**config.mk**
```make
export PLATFORM = sky130hd
export DESIGN_NAME = counting_semaphore_wait_queue
export DESIGN_NICKNAME = d
export VERILOG_FILES = /design/src/hw/rtl/csq_pkg.sv /design/src/hw/rtl/csq_cell.sv /design/src/hw/rtl/counting_semaphore_wait_queue.sv
export SDC_FILE = /design/constraint.sdc
export NUM_CORES = 1
export LEC_CHECK = 0
export ABC_CLOCK_PERIOD_IN_PS = 10250
export BUFFER_PORTS_ARGS = -buffer_cell sky130_fd_sc_hd__buf_2
export CORE_AREA = 2 2 204 206
export DETAILED_ROUTE_END_ITERATION = 7
export DIE_AREA = 0 0 206 208
export PLACE_DENSITY = 0.68
export SLEW_MARGIN = 20
export SYNTH_ARGS = -nofsm -noshare
export SYNTH_HDL_FRONTEND = slang
export SYNTH_SLANG_ARGS = --single-unit
```
**constraint.sdc**
```tcl
create_clock -name clock -period 10.25 [get_ports clock]
set_clock_uncertainty 0.2 [all_clocks]
set_input_delay 1.025 -clock clock [delete_from_list [all_inputs] [get_ports clock]]
set_output_delay 1.025 -clock clock [all_outputs]
set_load 0.01 [all_outputs]
```
**src/hw/rtl/csq_pkg.sv**
```systemverilog
// ----------------------------------------------------------------------------
// csq_pkg
// Shared types and constants for the counting semaphore with its wait queue.
// ----------------------------------------------------------------------------
package csq_pkg;

   localparam int DEF_WAITER_SLOTS = 32;
   localparam int DEF_ID_BITS      = 8;

   localparam int FUNC_W   = 3;
   localparam int STATUS_W = 3;
   localparam int COUNT_W  = 16;

   localparam logic [COUNT_W-1:0] COUNT_MAX = 16'hFFFF;

   localparam logic [FUNC_W-1:0] FUNC_WAIT     = 3'd0;
   localparam logic [FUNC_W-1:0] FUNC_TRY_WAIT = 3'd1;
   localparam logic [FUNC_W-1:0] FUNC_SIGNAL   = 3'd2;
   localparam logic [FUNC_W-1:0] FUNC_WITHDRAW = 3'd3;
   localparam logic [FUNC_W-1:0] FUNC_CANCEL   = 3'd4;

   localparam logic [STATUS_W-1:0] STATUS_ACQUIRED   = 3'd0;
   localparam logic [STATUS_W-1:0] STATUS_QUEUED     = 3'd1;
   localparam logic [STATUS_W-1:0] STATUS_TRY_FAILED = 3'd2;
   localparam logic [STATUS_W-1:0] STATUS_FULL       = 3'd3;
   localparam logic [STATUS_W-1:0] STATUS_RAISED     = 3'd4;
   localparam logic [STATUS_W-1:0] STATUS_WOKEN      = 3'd5;
   localparam logic [STATUS_W-1:0] STATUS_WITHDRAWN  = 3'd6;
   localparam logic [STATUS_W-1:0] STATUS_CANCELLED  = 3'd7;

   typedef enum logic [1:0] {
      CELL_HOLD,
      CELL_SHIFT,
      CELL_LOAD,
      CELL_CANCEL
   } cell_op_type;

   typedef enum logic [2:0] {
      ST_IDLE,
      ST_SIGNAL,
      ST_WITHDRAW,
      ST_POP,
      ST_EMIT
   } state_type;

endpackage

```
**src/hw/rtl/csq_cell.sv**
```systemverilog
// ----------------------------------------------------------------------------
// csq_cell
// One wait queue slot: valid bit and thread id, shifts toward the head.
// ----------------------------------------------------------------------------
module csq_cell #(
   parameter int ID_BITS = csq_pkg::DEF_ID_BITS
) (
   input  logic                clock,
   input  logic                reset,
   input  csq_pkg::cell_op_type op,
   input  logic [ID_BITS-1:0]  key,
   input  logic                shift_valid,
   input  logic [ID_BITS-1:0]  shift_id,
   output logic                valid,
   output logic [ID_BITS-1:0]  id,
   output logic                match
);

   logic               valid_ff, valid_in;
   logic [ID_BITS-1:0] id_ff, id_in;

   assign match = valid_ff && (id_ff == key);
   assign valid = valid_ff;
   assign id    = id_ff;

   always_comb begin
      valid_in = valid_ff;
      id_in    = id_ff;
      case (op)
         csq_pkg::CELL_HOLD: begin
         end
         csq_pkg::CELL_SHIFT: begin
            valid_in = shift_valid;
            id_in    = shift_id;
         end
         csq_pkg::CELL_LOAD: begin
            valid_in = 1'b1;
            id_in    = key;
         end
         csq_pkg::CELL_CANCEL: begin
            if (match) begin
               valid_in = 1'b0;
            end
         end
         default: begin
         end
      endcase
   end

   always_ff @(posedge clock) begin
      if (reset) begin
         valid_ff <= 1'b0;
      end else begin
         valid_ff <= valid_in;
      end
      id_ff <= id_in;
   end

endmodule

```
**src/hw/rtl/counting_semaphore_wait_queue.sv**
```systemverilog
// ----------------------------------------------------------------------------
// counting_semaphore_wait_queue
// Counting semaphore with a FIFO of waiting thread ids held in a cell chain.
// ----------------------------------------------------------------------------
// Path from accept to result beat: wait, try wait and cancel go straight to EMIT.
// Signal passes through SIGNAL, popping cancelled slots at the head, then EMIT.
// Withdraw makes one full rotation of the slot chain in WITHDRAW, then POP when
// the head slot is popped, then EMIT. One item in flight; ready again the
// cycle after the result is loaded into the output register.
// Reset: synchronous; count 0, all slots empty, no clearing pass.
module counting_semaphore_wait_queue #(
   parameter int WAITER_SLOTS = csq_pkg::DEF_WAITER_SLOTS,
   parameter int ID_BITS      = csq_pkg::DEF_ID_BITS,
   localparam int REQ_W = ((csq_pkg::FUNC_W + ID_BITS + 7) / 8) * 8,
   localparam int RSP_W = ((csq_pkg::STATUS_W + ID_BITS + csq_pkg::COUNT_W + 7) / 8) * 8
) (
   input  logic                        clock,
   input  logic                        reset,
   input  logic                        req_tvalid,
   output logic                        req_tready,
   input  logic [REQ_W-1:0]            req_tdata,   // func, thread_id
   output logic                        rsp_tvalid,
   input  logic                        rsp_tready,
   output logic [RSP_W-1:0]            rsp_tdata,   // status, woken_thread, count_after
   input  logic                        csr_wr_en,
   input  logic [csq_pkg::COUNT_W-1:0] csr_wr_data
);

   localparam int OCC_W  = $clog2(WAITER_SLOTS + 1);
   localparam int STEP_W = $clog2(WAITER_SLOTS);
   localparam int FW     = csq_pkg::FUNC_W;
   localparam int SW     = csq_pkg::STATUS_W;
   localparam int CW     = csq_pkg::COUNT_W;

   csq_pkg::state_type state_ff, state_in;

   logic [CW-1:0]      sem_ff, sem_in;
   logic [OCC_W-1:0]   occ_ff, occ_in;
   logic [STEP_W-1:0]  step_ff, step_in;
   logic               found_ff, found_in;
   logic               pop_ff, pop_in;
   logic [ID_BITS-1:0] tid_ff, tid_in;
   logic [SW-1:0]      res_status_ff, res_status_in;
   logic [ID_BITS-1:0] res_woken_ff, res_woken_in;
   logic               rsp_valid_ff, rsp_valid_in;
   logic [SW-1:0]      rsp_status_ff, rsp_status_in;
   logic [ID_BITS-1:0] rsp_woken_ff, rsp_woken_in;
   logic [CW-1:0]      rsp_count_ff, rsp_count_in;

   logic [FW-1:0]      req_func;
   logic [ID_BITS-1:0] req_tid;
   logic               accept;
   logic               out_free;
   logic               last_step;
   logic               kill;

   logic               do_shift, do_load, do_cancel;
   logic               tail_valid;
   logic [ID_BITS-1:0] key;

   logic [WAITER_SLOTS-1:0] cell_valid;
   logic [WAITER_SLOTS-1:0] cell_match;
   logic [ID_BITS-1:0]      cell_id [WAITER_SLOTS];

   assign req_func   = req_tdata[FW-1:0];
   assign req_tid    = req_tdata[FW +: ID_BITS];
   assign req_tready = (state_ff == csq_pkg::ST_IDLE);
   assign accept     = req_tvalid && req_tready;
   assign out_free   = !rsp_valid_ff || rsp_tready;
   assign last_step  = (step_ff == STEP_W'(WAITER_SLOTS - 1));
   assign kill       = !found_ff && cell_match[0];
   assign key        = (state_ff == csq_pkg::ST_IDLE) ? req_tid : tid_ff;

   // slot chain, head at cell 0
   for (genvar k = 0; k < WAITER_SLOTS; k++) begin : g_cell
      csq_pkg::cell_op_type op;
      logic                 sh_valid;
      logic [ID_BITS-1:0]   sh_id;

      always_comb begin
         if (do_shift) begin
            op = csq_pkg::CELL_SHIFT;
         end else if (do_cancel) begin
            op = csq_pkg::CELL_CANCEL;
         end else if (do_load && (occ_ff == OCC_W'(k))) begin
            op = csq_pkg::CELL_LOAD;
         end else begin
            op = csq_pkg::CELL_HOLD;
         end
      end

      if (k == WAITER_SLOTS - 1) begin : g_tail
         assign sh_valid = tail_valid;
         assign sh_id    = cell_id[0];
      end else begin : g_body
         assign sh_valid = cell_valid[k+1];
         assign sh_id    = cell_id[k+1];
      end

      csq_cell #(
         .ID_BITS (ID_BITS)
      ) u_cell (
         .clock       (clock),
         .reset       (reset),
         .op          (op),
         .key         (key),
         .shift_valid (sh_valid),
         .shift_id    (sh_id),
         .valid       (cell_valid[k]),
         .id          (cell_id[k]),
         .match       (cell_match[k])
      );
   end

   // next state
   always_comb begin
      state_in = state_ff;
      case (state_ff)
         csq_pkg::ST_IDLE: begin
            if (accept) begin
               if (req_func == csq_pkg::FUNC_SIGNAL) begin
                  state_in = csq_pkg::ST_SIGNAL;
               end else if (req_func == csq_pkg::FUNC_WITHDRAW) begin
                  state_in = csq_pkg::ST_WITHDRAW;
               end else begin
                  state_in = csq_pkg::ST_EMIT;
               end
            end
         end
         csq_pkg::ST_SIGNAL: begin
            if (occ_ff == '0 || cell_valid[0]) begin
               state_in = csq_pkg::ST_EMIT;
            end
         end
         csq_pkg::ST_WITHDRAW: begin
            if (last_step) begin
               state_in = pop_ff ? csq_pkg::ST_POP : csq_pkg::ST_EMIT;
            end
         end
         csq_pkg::ST_POP: begin
            state_in = csq_pkg::ST_EMIT;
         end
         csq_pkg::ST_EMIT: begin
            if (out_free) begin
               state_in = csq_pkg::ST_IDLE;
            end
         end
         default: begin
            state_in = csq_pkg::ST_IDLE;
         end
      endcase
   end

   // datapath control
   always_comb begin
      sem_in        = sem_ff;
      occ_in        = occ_ff;
      step_in       = step_ff;
      found_in      = found_ff;
      pop_in        = pop_ff;
      tid_in        = tid_ff;
      res_status_in = res_status_ff;
      res_woken_in  = res_woken_ff;
      do_shift      = 1'b0;
      do_load       = 1'b0;
      do_cancel     = 1'b0;
      tail_valid    = 1'b0;
      case (state_ff)
         csq_pkg::ST_IDLE: begin
            if (accept) begin
               tid_in        = req_tid;
               step_in       = '0;
               found_in      = 1'b0;
               pop_in        = 1'b0;
               res_woken_in  = '0;
               res_status_in = csq_pkg::STATUS_TRY_FAILED;
               case (req_func)
                  csq_pkg::FUNC_WAIT, csq_pkg::FUNC_TRY_WAIT: begin
                     if (sem_ff != '0) begin
                        sem_in        = sem_ff - CW'(1);
                        res_status_in = csq_pkg::STATUS_ACQUIRED;
                     end else if (req_func == csq_pkg::FUNC_TRY_WAIT) begin
                        res_status_in = csq_pkg::STATUS_TRY_FAILED;
                     end else if (occ_ff == OCC_W'(WAITER_SLOTS)) begin
                        res_status_in = csq_pkg::STATUS_FULL;
                     end else begin
                        do_load       = 1'b1;
                        occ_in        = occ_ff + OCC_W'(1);
                        res_status_in = csq_pkg::STATUS_QUEUED;
                     end
                  end
                  csq_pkg::FUNC_SIGNAL: begin
                     res_status_in = csq_pkg::STATUS_RAISED;
                  end
                  csq_pkg::FUNC_WITHDRAW: begin
                     res_status_in = csq_pkg::STATUS_WITHDRAWN;
                  end
                  csq_pkg::FUNC_CANCEL: begin
                     do_cancel     = 1'b1;
                     res_status_in = csq_pkg::STATUS_CANCELLED;
                  end
                  default: begin
                     res_status_in = csq_pkg::STATUS_TRY_FAILED;
                  end
               endcase
            end else if (csr_wr_en && occ_ff == '0) begin
               sem_in = csr_wr_data;
            end
         end
         csq_pkg::ST_SIGNAL: begin
            if (occ_ff == '0) begin
               res_status_in = csq_pkg::STATUS_RAISED;
               if (sem_ff != csq_pkg::COUNT_MAX) begin
                  sem_in = sem_ff + CW'(1);
               end
            end else begin
               do_shift = 1'b1;
               occ_in   = occ_ff - OCC_W'(1);
               if (cell_valid[0]) begin
                  res_status_in = csq_pkg::STATUS_WOKEN;
                  res_woken_in  = cell_id[0];
               end
            end
         end
         csq_pkg::ST_WITHDRAW: begin
            // full rotation; first live match is dropped on its way round
            do_shift   = 1'b1;
            tail_valid = cell_valid[0] && !kill;
            if (kill) begin
               found_in = 1'b1;
               if (step_ff == '0) begin
                  pop_in = 1'b1;
               end
            end
            step_in = last_step ? '0 : step_ff + STEP_W'(1);
         end
         csq_pkg::ST_POP: begin
            do_shift = 1'b1;
            occ_in   = occ_ff - OCC_W'(1);
         end
         csq_pkg::ST_EMIT: begin
         end
         default: begin
         end
      endcase
   end

   // output register
   always_comb begin
      rsp_valid_in  = rsp_valid_ff && !rsp_tready;
      rsp_status_in = rsp_status_ff;
      rsp_woken_in  = rsp_woken_ff;
      rsp_count_in  = rsp_count_ff;
      if (state_ff == csq_pkg::ST_EMIT && out_free) begin
         rsp_valid_in  = 1'b1;
         rsp_status_in = res_status_ff;
         rsp_woken_in  = res_woken_ff;
         rsp_count_in  = sem_ff;
      end
   end

   always_comb begin
      rsp_tdata                      = '0;
      rsp_tdata[SW-1:0]              = rsp_status_ff;
      rsp_tdata[SW +: ID_BITS]       = rsp_woken_ff;
      rsp_tdata[SW + ID_BITS +: CW]  = rsp_count_ff;
   end

   assign rsp_tvalid = rsp_valid_ff;

   always_ff @(posedge clock) begin
      if (reset) begin
         state_ff     <= csq_pkg::ST_IDLE;
         sem_ff       <= '0;
         occ_ff       <= '0;
         step_ff      <= '0;
         found_ff     <= 1'b0;
         pop_ff       <= 1'b0;
         rsp_valid_ff <= 1'b0;
      end else begin
         state_ff     <= state_in;
         sem_ff       <= sem_in;
         occ_ff       <= occ_in;
         step_ff      <= step_in;
         found_ff     <= found_in;
         pop_ff       <= pop_in;
         rsp_valid_ff <= rsp_valid_in;
      end
      tid_ff        <= tid_in;
      res_status_ff <= res_status_in;
      res_woken_ff  <= res_woken_in;
      rsp_status_ff <= rsp_status_in;
      rsp_woken_ff  <= rsp_woken_in;
      rsp_count_ff  <= rsp_count_in;
   end

endmodule

```
# Word level (Yosys, flattened, before mapping)
# Index checks and enable logic that the tools add are counted.
[word_totals] register_bits=367 out_inout_bits=34 wordCells=742
[op_classes] addsub=5 eq_ne=220 mux=249 n_reduce_logical=191
[ops] op="one-hot mux 8 bit (2 select lines)" count=33
[ops] op="== test 8 bit" count=32
[ops] op="2-to-1 mux 2 bit" count=99
[ops] op="== test 2 bit (second input constant)" count=64
[ops] op="nonzero test 3 bit" count=33
[ops] op="== test 6 x 5 -> 1 bit (second input constant)" count=16
[ops] op="2-to-1 mux 16 bit" count=6
[ops] op="one-hot mux 1 bit (3 select lines)" count=32
[ops] op="logical AND 1 bit" count=70
[ops] op="inequality test 2 x 1 -> 1 bit (second input constant)" count=35
[ops] op="AND reduction 2 bit" count=34
[ops] op="nonzero test 2 bit" count=34
[ops] op="== test 2 x 1 -> 1 bit (second input constant)" count=32
[ops] op="== test 6 x 4 -> 1 bit (second input constant)" count=8
[ops] op="2-to-1 mux 1 bit" count=48
[ops] op="2-to-1 mux 6 bit" count=6
[ops] op="2-to-1 mux 8 bit" count=4
[ops] op="one-hot mux 16 bit (2 select lines)" count=1
[ops] op="2-to-1 mux 3 bit" count=10
[ops] op="== test 6 x 3 -> 1 bit (second input constant)" count=4
[ops] op="inequality test 2 bit (second input constant)" count=11
[ops] op="one-hot mux 6 bit (3 select lines)" count=1
[ops] op="adder 16 x 1 -> 16 bit (second input constant)" count=1
[ops] op="inequality test 16 bit (second input constant)" count=1
[ops] op="other kinds (30)" count=50

# Depth between registers and ports, before layout
[logic_depth] word_depth=14 depth_mapped=13

# Hierarchy
# From an unflattened synthesis, not the netlist that was laid out.
[hier_totals] hier_cells=1792 hier_area_um2=21460.6
[by_module_without_submodules] mod="csq_cell" instances=32 cells_each=41 area_per_inst_um2=525.5
[by_module_without_submodules] mod="counting_semaphore_wait_queue" instances=1 cells_each=480 area_per_inst_um2=4644.5

# Worst setup path before layout
# No wires, ideal clock.
[synth_timing] path_type="input-to-reg" startpoint="input req_tvalid" endpoint="register g_cell[30].u_cell.valid_ff" arrival_ps=5093 setup_slack_ps=4883 stages=11 cell_sequence="or4b_1 > buf_2 > nor2_1 > clkbuf_1 > clkbuf_1 > a211oi_1 > ha_1 > inv_1 > a21oi_1 > or3_1 > a31oi_1"
[synth_between] elab_chain_len=10 elab_cells_between_ends=16 cone_classes="4 x eq/ne; 8 x mux; 4 x reduce/logical"
[synth_rtl] item="from (decl)" line_no="counting_semaphore_wait_queue.sv:19" source="input logic req_tvalid,"
[synth_rtl] item="logical AND 1 bit (*)" line_no="counting_semaphore_wait_queue.sv:68" source="assign accept = req_tvalid && req_tready;"
[synth_rtl] item="2-to-1 mux 1 bit" line_no="counting_semaphore_wait_queue.sv:170" source="if (accept) begin"
[synth_rtl] item="2-to-1 mux 1 bit" line_no="counting_semaphore_wait_queue.sv:168" source="case (state_ff)"
[synth_rtl] item="logical AND 1 bit" line_no="counting_semaphore_wait_queue.sv:85" source="end else if (do_load && (occ_ff == OCC_W'(k))) begin"
[synth_rtl] item="2-to-1 mux 2 bit" line_no="counting_semaphore_wait_queue.sv:85"
[synth_rtl] item="2-to-1 mux 2 bit (*)" line_no="counting_semaphore_wait_queue.sv:83" source="end else if (do_cancel) begin"
[synth_rtl] item="2-to-1 mux 2 bit (*)" line_no="counting_semaphore_wait_queue.sv:81" source="if (do_shift) begin"
[synth_rtl] item="== test 2 bit / == test 2 x 1 -> 1 bit (equally long branches)" line_no="csq_cell.sv:29" source="case (op)"
[synth_rtl] item="inequality test 2 x 1 -> 1 bit (no line) / nonzero test 3 bit (equally long branches)"
[synth_rtl] item="AND reduction 2 bit (no line)"
[synth_rtl] item="to (signal assigned)" line_no="csq_cell.sv:54" source="valid_ff <= valid_in;"
[synth_rtl] item="to (decl)" line_no="csq_cell.sv:19" source="logic valid_ff, valid_in;"
# Every way passes the cells marked *; elsewhere a longest branch is shown, timed or not.
# A chain may end at the register's enable or synchronous reset.

# Worst setup path in the final report
[layout_timing] startpoint="register state_ff[0]" endpoint="register g_cell[29].u_cell.valid_ff"
[layout_between] elab_chain_len=11 elab_cells_between_ends=25 cone_classes="8 x eq/ne; 10 x mux; 7 x reduce/logical"
[layout_rtl] item="from (decl)" line_no="counting_semaphore_wait_queue.sv:35" source="csq_pkg::state_type state_ff, state_in;"
[layout_rtl] item="from (signal assigned)" line_no="counting_semaphore_wait_queue.sv:273" source="state_ff <= csq_pkg::ST_IDLE;"
[layout_rtl] item="from (signal assigned)" line_no="counting_semaphore_wait_queue.sv:281" source="state_ff <= state_in;"
[layout_rtl] item="zero test 3 bit" line_no="counting_semaphore_wait_queue.sv:67, counting_semaphore_wait_queue.sv:72, counting_semaphore_wait_queue.sv:168"
[layout_rtl] item="logical AND 1 bit" line_no="counting_semaphore_wait_queue.sv:68"
[layout_rtl] item="2-to-1 mux 1 bit" line_no="counting_semaphore_wait_queue.sv:170"
[layout_rtl] item="2-to-1 mux 1 bit" line_no="counting_semaphore_wait_queue.sv:168"
[layout_rtl] item="logical AND 1 bit" line_no="counting_semaphore_wait_queue.sv:85"
[layout_rtl] item="2-to-1 mux 2 bit" line_no="counting_semaphore_wait_queue.sv:85"
[layout_rtl] item="2-to-1 mux 2 bit" line_no="counting_semaphore_wait_queue.sv:83"
[layout_rtl] item="2-to-1 mux 2 bit" line_no="counting_semaphore_wait_queue.sv:81"
[layout_rtl] item="== test 2 bit / == test 2 x 1 -> 1 bit (equally long branches)" line_no="csq_cell.sv:29"
[layout_rtl] item="inequality test 2 x 1 -> 1 bit (no line) / nonzero test 3 bit (equally long branches)"
[layout_rtl] item="AND reduction 2 bit (no line)"
[layout_rtl] item="to (signal assigned)" line_no="csq_cell.sv:54"
[layout_rtl] item="to (decl)" line_no="csq_cell.sv:19"
# Parallel ways exist; a longest one is shown, timed or not.

==> results.yml <==
outcome:
  run_status: "completed"
floorplanning:
  rows: 74
  io-pin-count: 71
  die_area_um2: 42800
  floorplan.initialDensity: 0.494
  chipWidth_um: 206
  coreArea_um2: 40600
  die_h_um: 208
pwr:
  power.density_cell_area_nw_per_um2: 189
  peakVddDrop_v: 0.000111
  cellLeakagePower_nw: 7.99
clocking:
  clock_tree.root_cell: "sky130_fd_sc_hd__clkbuf_16"
  cts_tree: "yes"
  clock_sinks: 367
  cts.htree.levels: 2
  cts_hold_repair.buffers: 0
  cts-root-to-sink-buffers: 3
  insertion_delay_ns: 0.57
  postCtsResizedCells: 0
  path_clk_slew_ns: 0.06
  postCtsSetupBuffers: 0
  numCtsBuffers: 41
placed_design:
  detailedPlacementHpwl_um: 30500
  globalplace.congestion: 0.914
  port-buffer-count: 60
  detailedPlace.worstSlack_ns: 5.12
worst_hold_path:
  timing.hold.worst.class: "flip-flop to flip-flop"
sta:
  timing_max_transition_violations_final: 0
  post-route-period-util: 0.455
  finalHoldViolations: 0
  tns_ns: 0
  setup_repair_after_global_routing_missed_its_margin: "false"
  timing.fmax_mhz: 214
  setup_viol: 0
  setup_ws_ns: 5.58
  remaining_max_slew_budget_at_the_tightest_pin: 0.262
  tightestPinTransition_ns: 1.08
  fin_crit_ns: 4.67
synthesis:
  synth.yosys.seq_area_share: 0.518
  asyncSetResetFlopFracSynth: 0
  avgSynthCellArea_um2: 9.85
  syn-cell-area_um2: 20000
  netlist_instances: 2034
  synthDistinctLibCells: 72
  postSynth.topFlopCell: "sky130_fd_sc_hd__edfxtp_1"
  ys_seq_elements: 367
  edff_count_synth: 302
  synth-warning-count: 0
worst_setup_path:
  startpoint_type: "flip-flop"
  worst_ep_required_time_ns: 10.53
  cp-end-kind: "flip-flop"
  regToRegSetupSlack_ns: 5.58
  critical_path.max_fanout: 47
  worstPathArrival_ns: 4.94
  path_class: "flip-flop to flip-flop"
route:
  detailedRoute.firstPassIterationCount: 5
  drt_drc_violations_left: 0
  route.detailed.wl_per_inst_um: 18.7
  routed_via_density: 5.85
  drt_iter0_drc: 1233
  drtAntennaViolNets: 0
  detail_route.wirelength_um: 47600
  dr_total_vias: 14900
final_layout:
  antenna_cells: 0
  count_of_filler_cells_inserted_in_the_layout: 3541
  drive_gt1_frac: 0.0808
  syn2layout_area_growth_pct: 8.78
  net_count_of_the_finished_layout: 2064
global_routing:
  grt_pass1_wl_um: 75400
  grt_max_degree: 69
  grt.total_usage: 0.221
  grt_remaining_overflow: 0
  first_global_vias: 14200
  initial_antenna_violation_count: 0
run:
  timing.max_cap.violations: 0
[cell usage after synthesis, types with 5 or more instances]
library cell | count | share of area
sky130_fd_sc_hd__a211oi_1 | 8 | 0.0030
sky130_fd_sc_hd__buf_1 | 37 | 0.0069
sky130_fd_sc_hd__a211o_1 | 11 | 0.0048
sky130_fd_sc_hd__nand3_1 | 54 | 0.013
sky130_fd_sc_hd__xor2_1 | 201 | 0.088
sky130_fd_sc_hd__nor4_1 | 59 | 0.018
sky130_fd_sc_hd__clkbuf_1 | 97 | 0.018
sky130_fd_sc_hd__nor2_1 | 331 | 0.062
sky130_fd_sc_hd__o21a_1 | 9 | 0.0034
sky130_fd_sc_hd__nand4_1 | 39 | 0.012
sky130_fd_sc_hd__edfxtp_1 | 302 | 0.45
sky130_fd_sc_hd__buf_2 | 34 | 0.0085
sky130_fd_sc_hd__o221ai_1 | 5 | 0.0022
sky130_fd_sc_hd__nor3_1 | 44 | 0.011
sky130_fd_sc_hd__inv_1 | 58 | 0.011
sky130_fd_sc_hd__and3_1 | 14 | 0.0044
sky130_fd_sc_hd__nand2b_1 | 11 | 0.0034
sky130_fd_sc_hd__nor2b_1 | 8 | 0.0025
sky130_fd_sc_hd__nor4b_1 | 7 | 0.0031
sky130_fd_sc_hd__o21ai_0 | 51 | 0.013
sky130_fd_sc_hd__mux2i_1 | 6 | 0.0030
sky130_fd_sc_hd__ha_1 | 43 | 0.027
sky130_fd_sc_hd__or3_1 | 11 | 0.0034
sky130_fd_sc_hd__buf_4 | 5 | 0.0019
sky130_fd_sc_hd__a31oi_1 | 5 | 0.0016
sky130_fd_sc_hd__a21oi_1 | 318 | 0.079
sky130_fd_sc_hd__dfxtp_1 | 65 | 0.065
sky130_fd_sc_hd__a221oi_1 | 6 | 0.0026
sky130_fd_sc_hd__xnor2_1 | 58 | 0.025
sky130_fd_sc_hd__nand2_1 | 52 | 0.0097
[critical path: stages (launching register included)]
cell and delay, ns:
sky130_fd_sc_hd__dfxtp_1 0.55, sky130_fd_sc_hd__or4b_1 0.93, sky130_fd_sc_hd__inv_1 0.14, sky130_fd_sc_hd__buf_4 0.37
sky130_fd_sc_hd__nand3_2 0.66, sky130_fd_sc_hd__buf_4 0.55, sky130_fd_sc_hd__o21ai_0 0.20, sky130_fd_sc_hd__ha_1 0.31
sky130_fd_sc_hd__inv_1 0.28, sky130_fd_sc_hd__a21oi_1 0.11, sky130_fd_sc_hd__nor4_1 0.23
[cell type report]
| cell class | instances | area, um2 | share of cell area |
|---|---|---|---|
| sequential | 367 | 10400 | 0.476 |
| multi-input combinational | 1437 | 8840 | 0.406 |
| clock buffer | 62 | 1160 | 0.0531 |
| tap | 532 | 666 | 0.0305 |
| timing repair buffer | 78 | 435 | 0.0200 |
| inverter | 59 | 221 | 0.0102 |
| clock inverter | 14 | 103 | 0.00471 |
[per-layer routing]
metal	vias up	track usage	part of all wire
met2	510	0.349	0.46
met4	0	0.0924	0.034
met3	90	0.0298	0.066
met5	-	0	0
li1	7146	-	-
met1	7158	0.304	0.45
[state kept, by name, summed over array words and instances (netlist names)]
| register | flops |
|---|---|
| rsp_woken_ff | 8 |
| g_cell.u_cell.id | 256 |
| res_status_ff | 3 |
| pop_ff | 1 |
| res_woken_ff | 8 |
| rsp_status_ff | 3 |
| state_ff | 3 |
| g_cell.u_cell.valid | 32 |
| occ_ff | 6 |
| step_ff | 5 |
| tid_ff | 8 |
| rsp_tvalid | 1 |
| rsp_count_ff | 16 |
| sem_ff | 16 |
| found_ff | 1 |
[kinds of logic after synthesis]
family	count (synthesis)	share of synthesized area
fa+ha+maj	43	0.0269
compound gates	459	0.129
simple gates	660	0.159
xor+xnor	259	0.113
flops	367	0.518
other cells	1	0.000187
buf+inv	234	0.0477
mux	11	0.00618
[layout by cell type, fill, tap and decap left out, types with 14 or more instances in the layout]
cell type,synthesis,final
sky130_fd_sc_hd__a21oi_1,318,318
sky130_fd_sc_hd__and3_1,14,14
sky130_fd_sc_hd__buf_2,34,60
sky130_fd_sc_hd__buf_4,5,18
sky130_fd_sc_hd__clkbuf_1,97,18
sky130_fd_sc_hd__clkbuf_16,0,43
sky130_fd_sc_hd__dfxtp_1,65,65
sky130_fd_sc_hd__edfxtp_1,302,302
sky130_fd_sc_hd__ha_1,43,43
sky130_fd_sc_hd__inv_1,58,58
sky130_fd_sc_hd__nand2_1,52,52
sky130_fd_sc_hd__nand3_1,54,53
sky130_fd_sc_hd__nand4_1,39,39
sky130_fd_sc_hd__nor2_1,331,329
sky130_fd_sc_hd__nor3_1,44,44
sky130_fd_sc_hd__nor4_1,59,59
sky130_fd_sc_hd__o21ai_0,51,51
sky130_fd_sc_hd__xnor2_1,58,58
sky130_fd_sc_hd__xor2_1,201,201
[stage by stage]
| step | instances | hold WS [ns] | area (um2) | power, mW | utilization |
|---|---|---|---|---|---|
| after floorplan | 2038 | 0.200 | 20000 | 2.52 | - |
| after global placement | 2473 | 0.204 | 20500 | 2.71 | 0.506 |
| after detailed placement | 2473 | 0.205 | 20500 | 2.74 | 0.506 |
| after CTS | 2549 | 0.219 | 21800 | 4.14 | 0.537 |
| after global routing | 2549 | 0.228 | 21800 | 4.30 | 0.537 |
| final | 2549 | 0.221 | 21800 | 4.12 | 0.537 |
[power by group]
| group | switching, mW | total [mW] | internal, mW |
|---|---|---|---|
| Sequential | 0.109 | 1.89 | 1.78 |
| Combinational | 0.531 | 0.824 | 0.293 |
| Clock | 0.593 | 1.40 | 0.808 |
| Total | 1.23 | 4.12 | 2.88 |
[final timing paths]
check / endpoint / cells past startpoint / from
worst max-delay path: g_cell[29].u_cell.valid / 10 / state_ff[0]
worst max register to register: g_cell[29].u_cell.valid / 10 / state_ff[0]
worst min register to register: rsp_woken_ff[0] / 0 / res_woken_ff[0]
worst min-delay path: rsp_woken_ff[0] / 0 / res_woken_ff[0]
(Power assumes the default switching activity.)
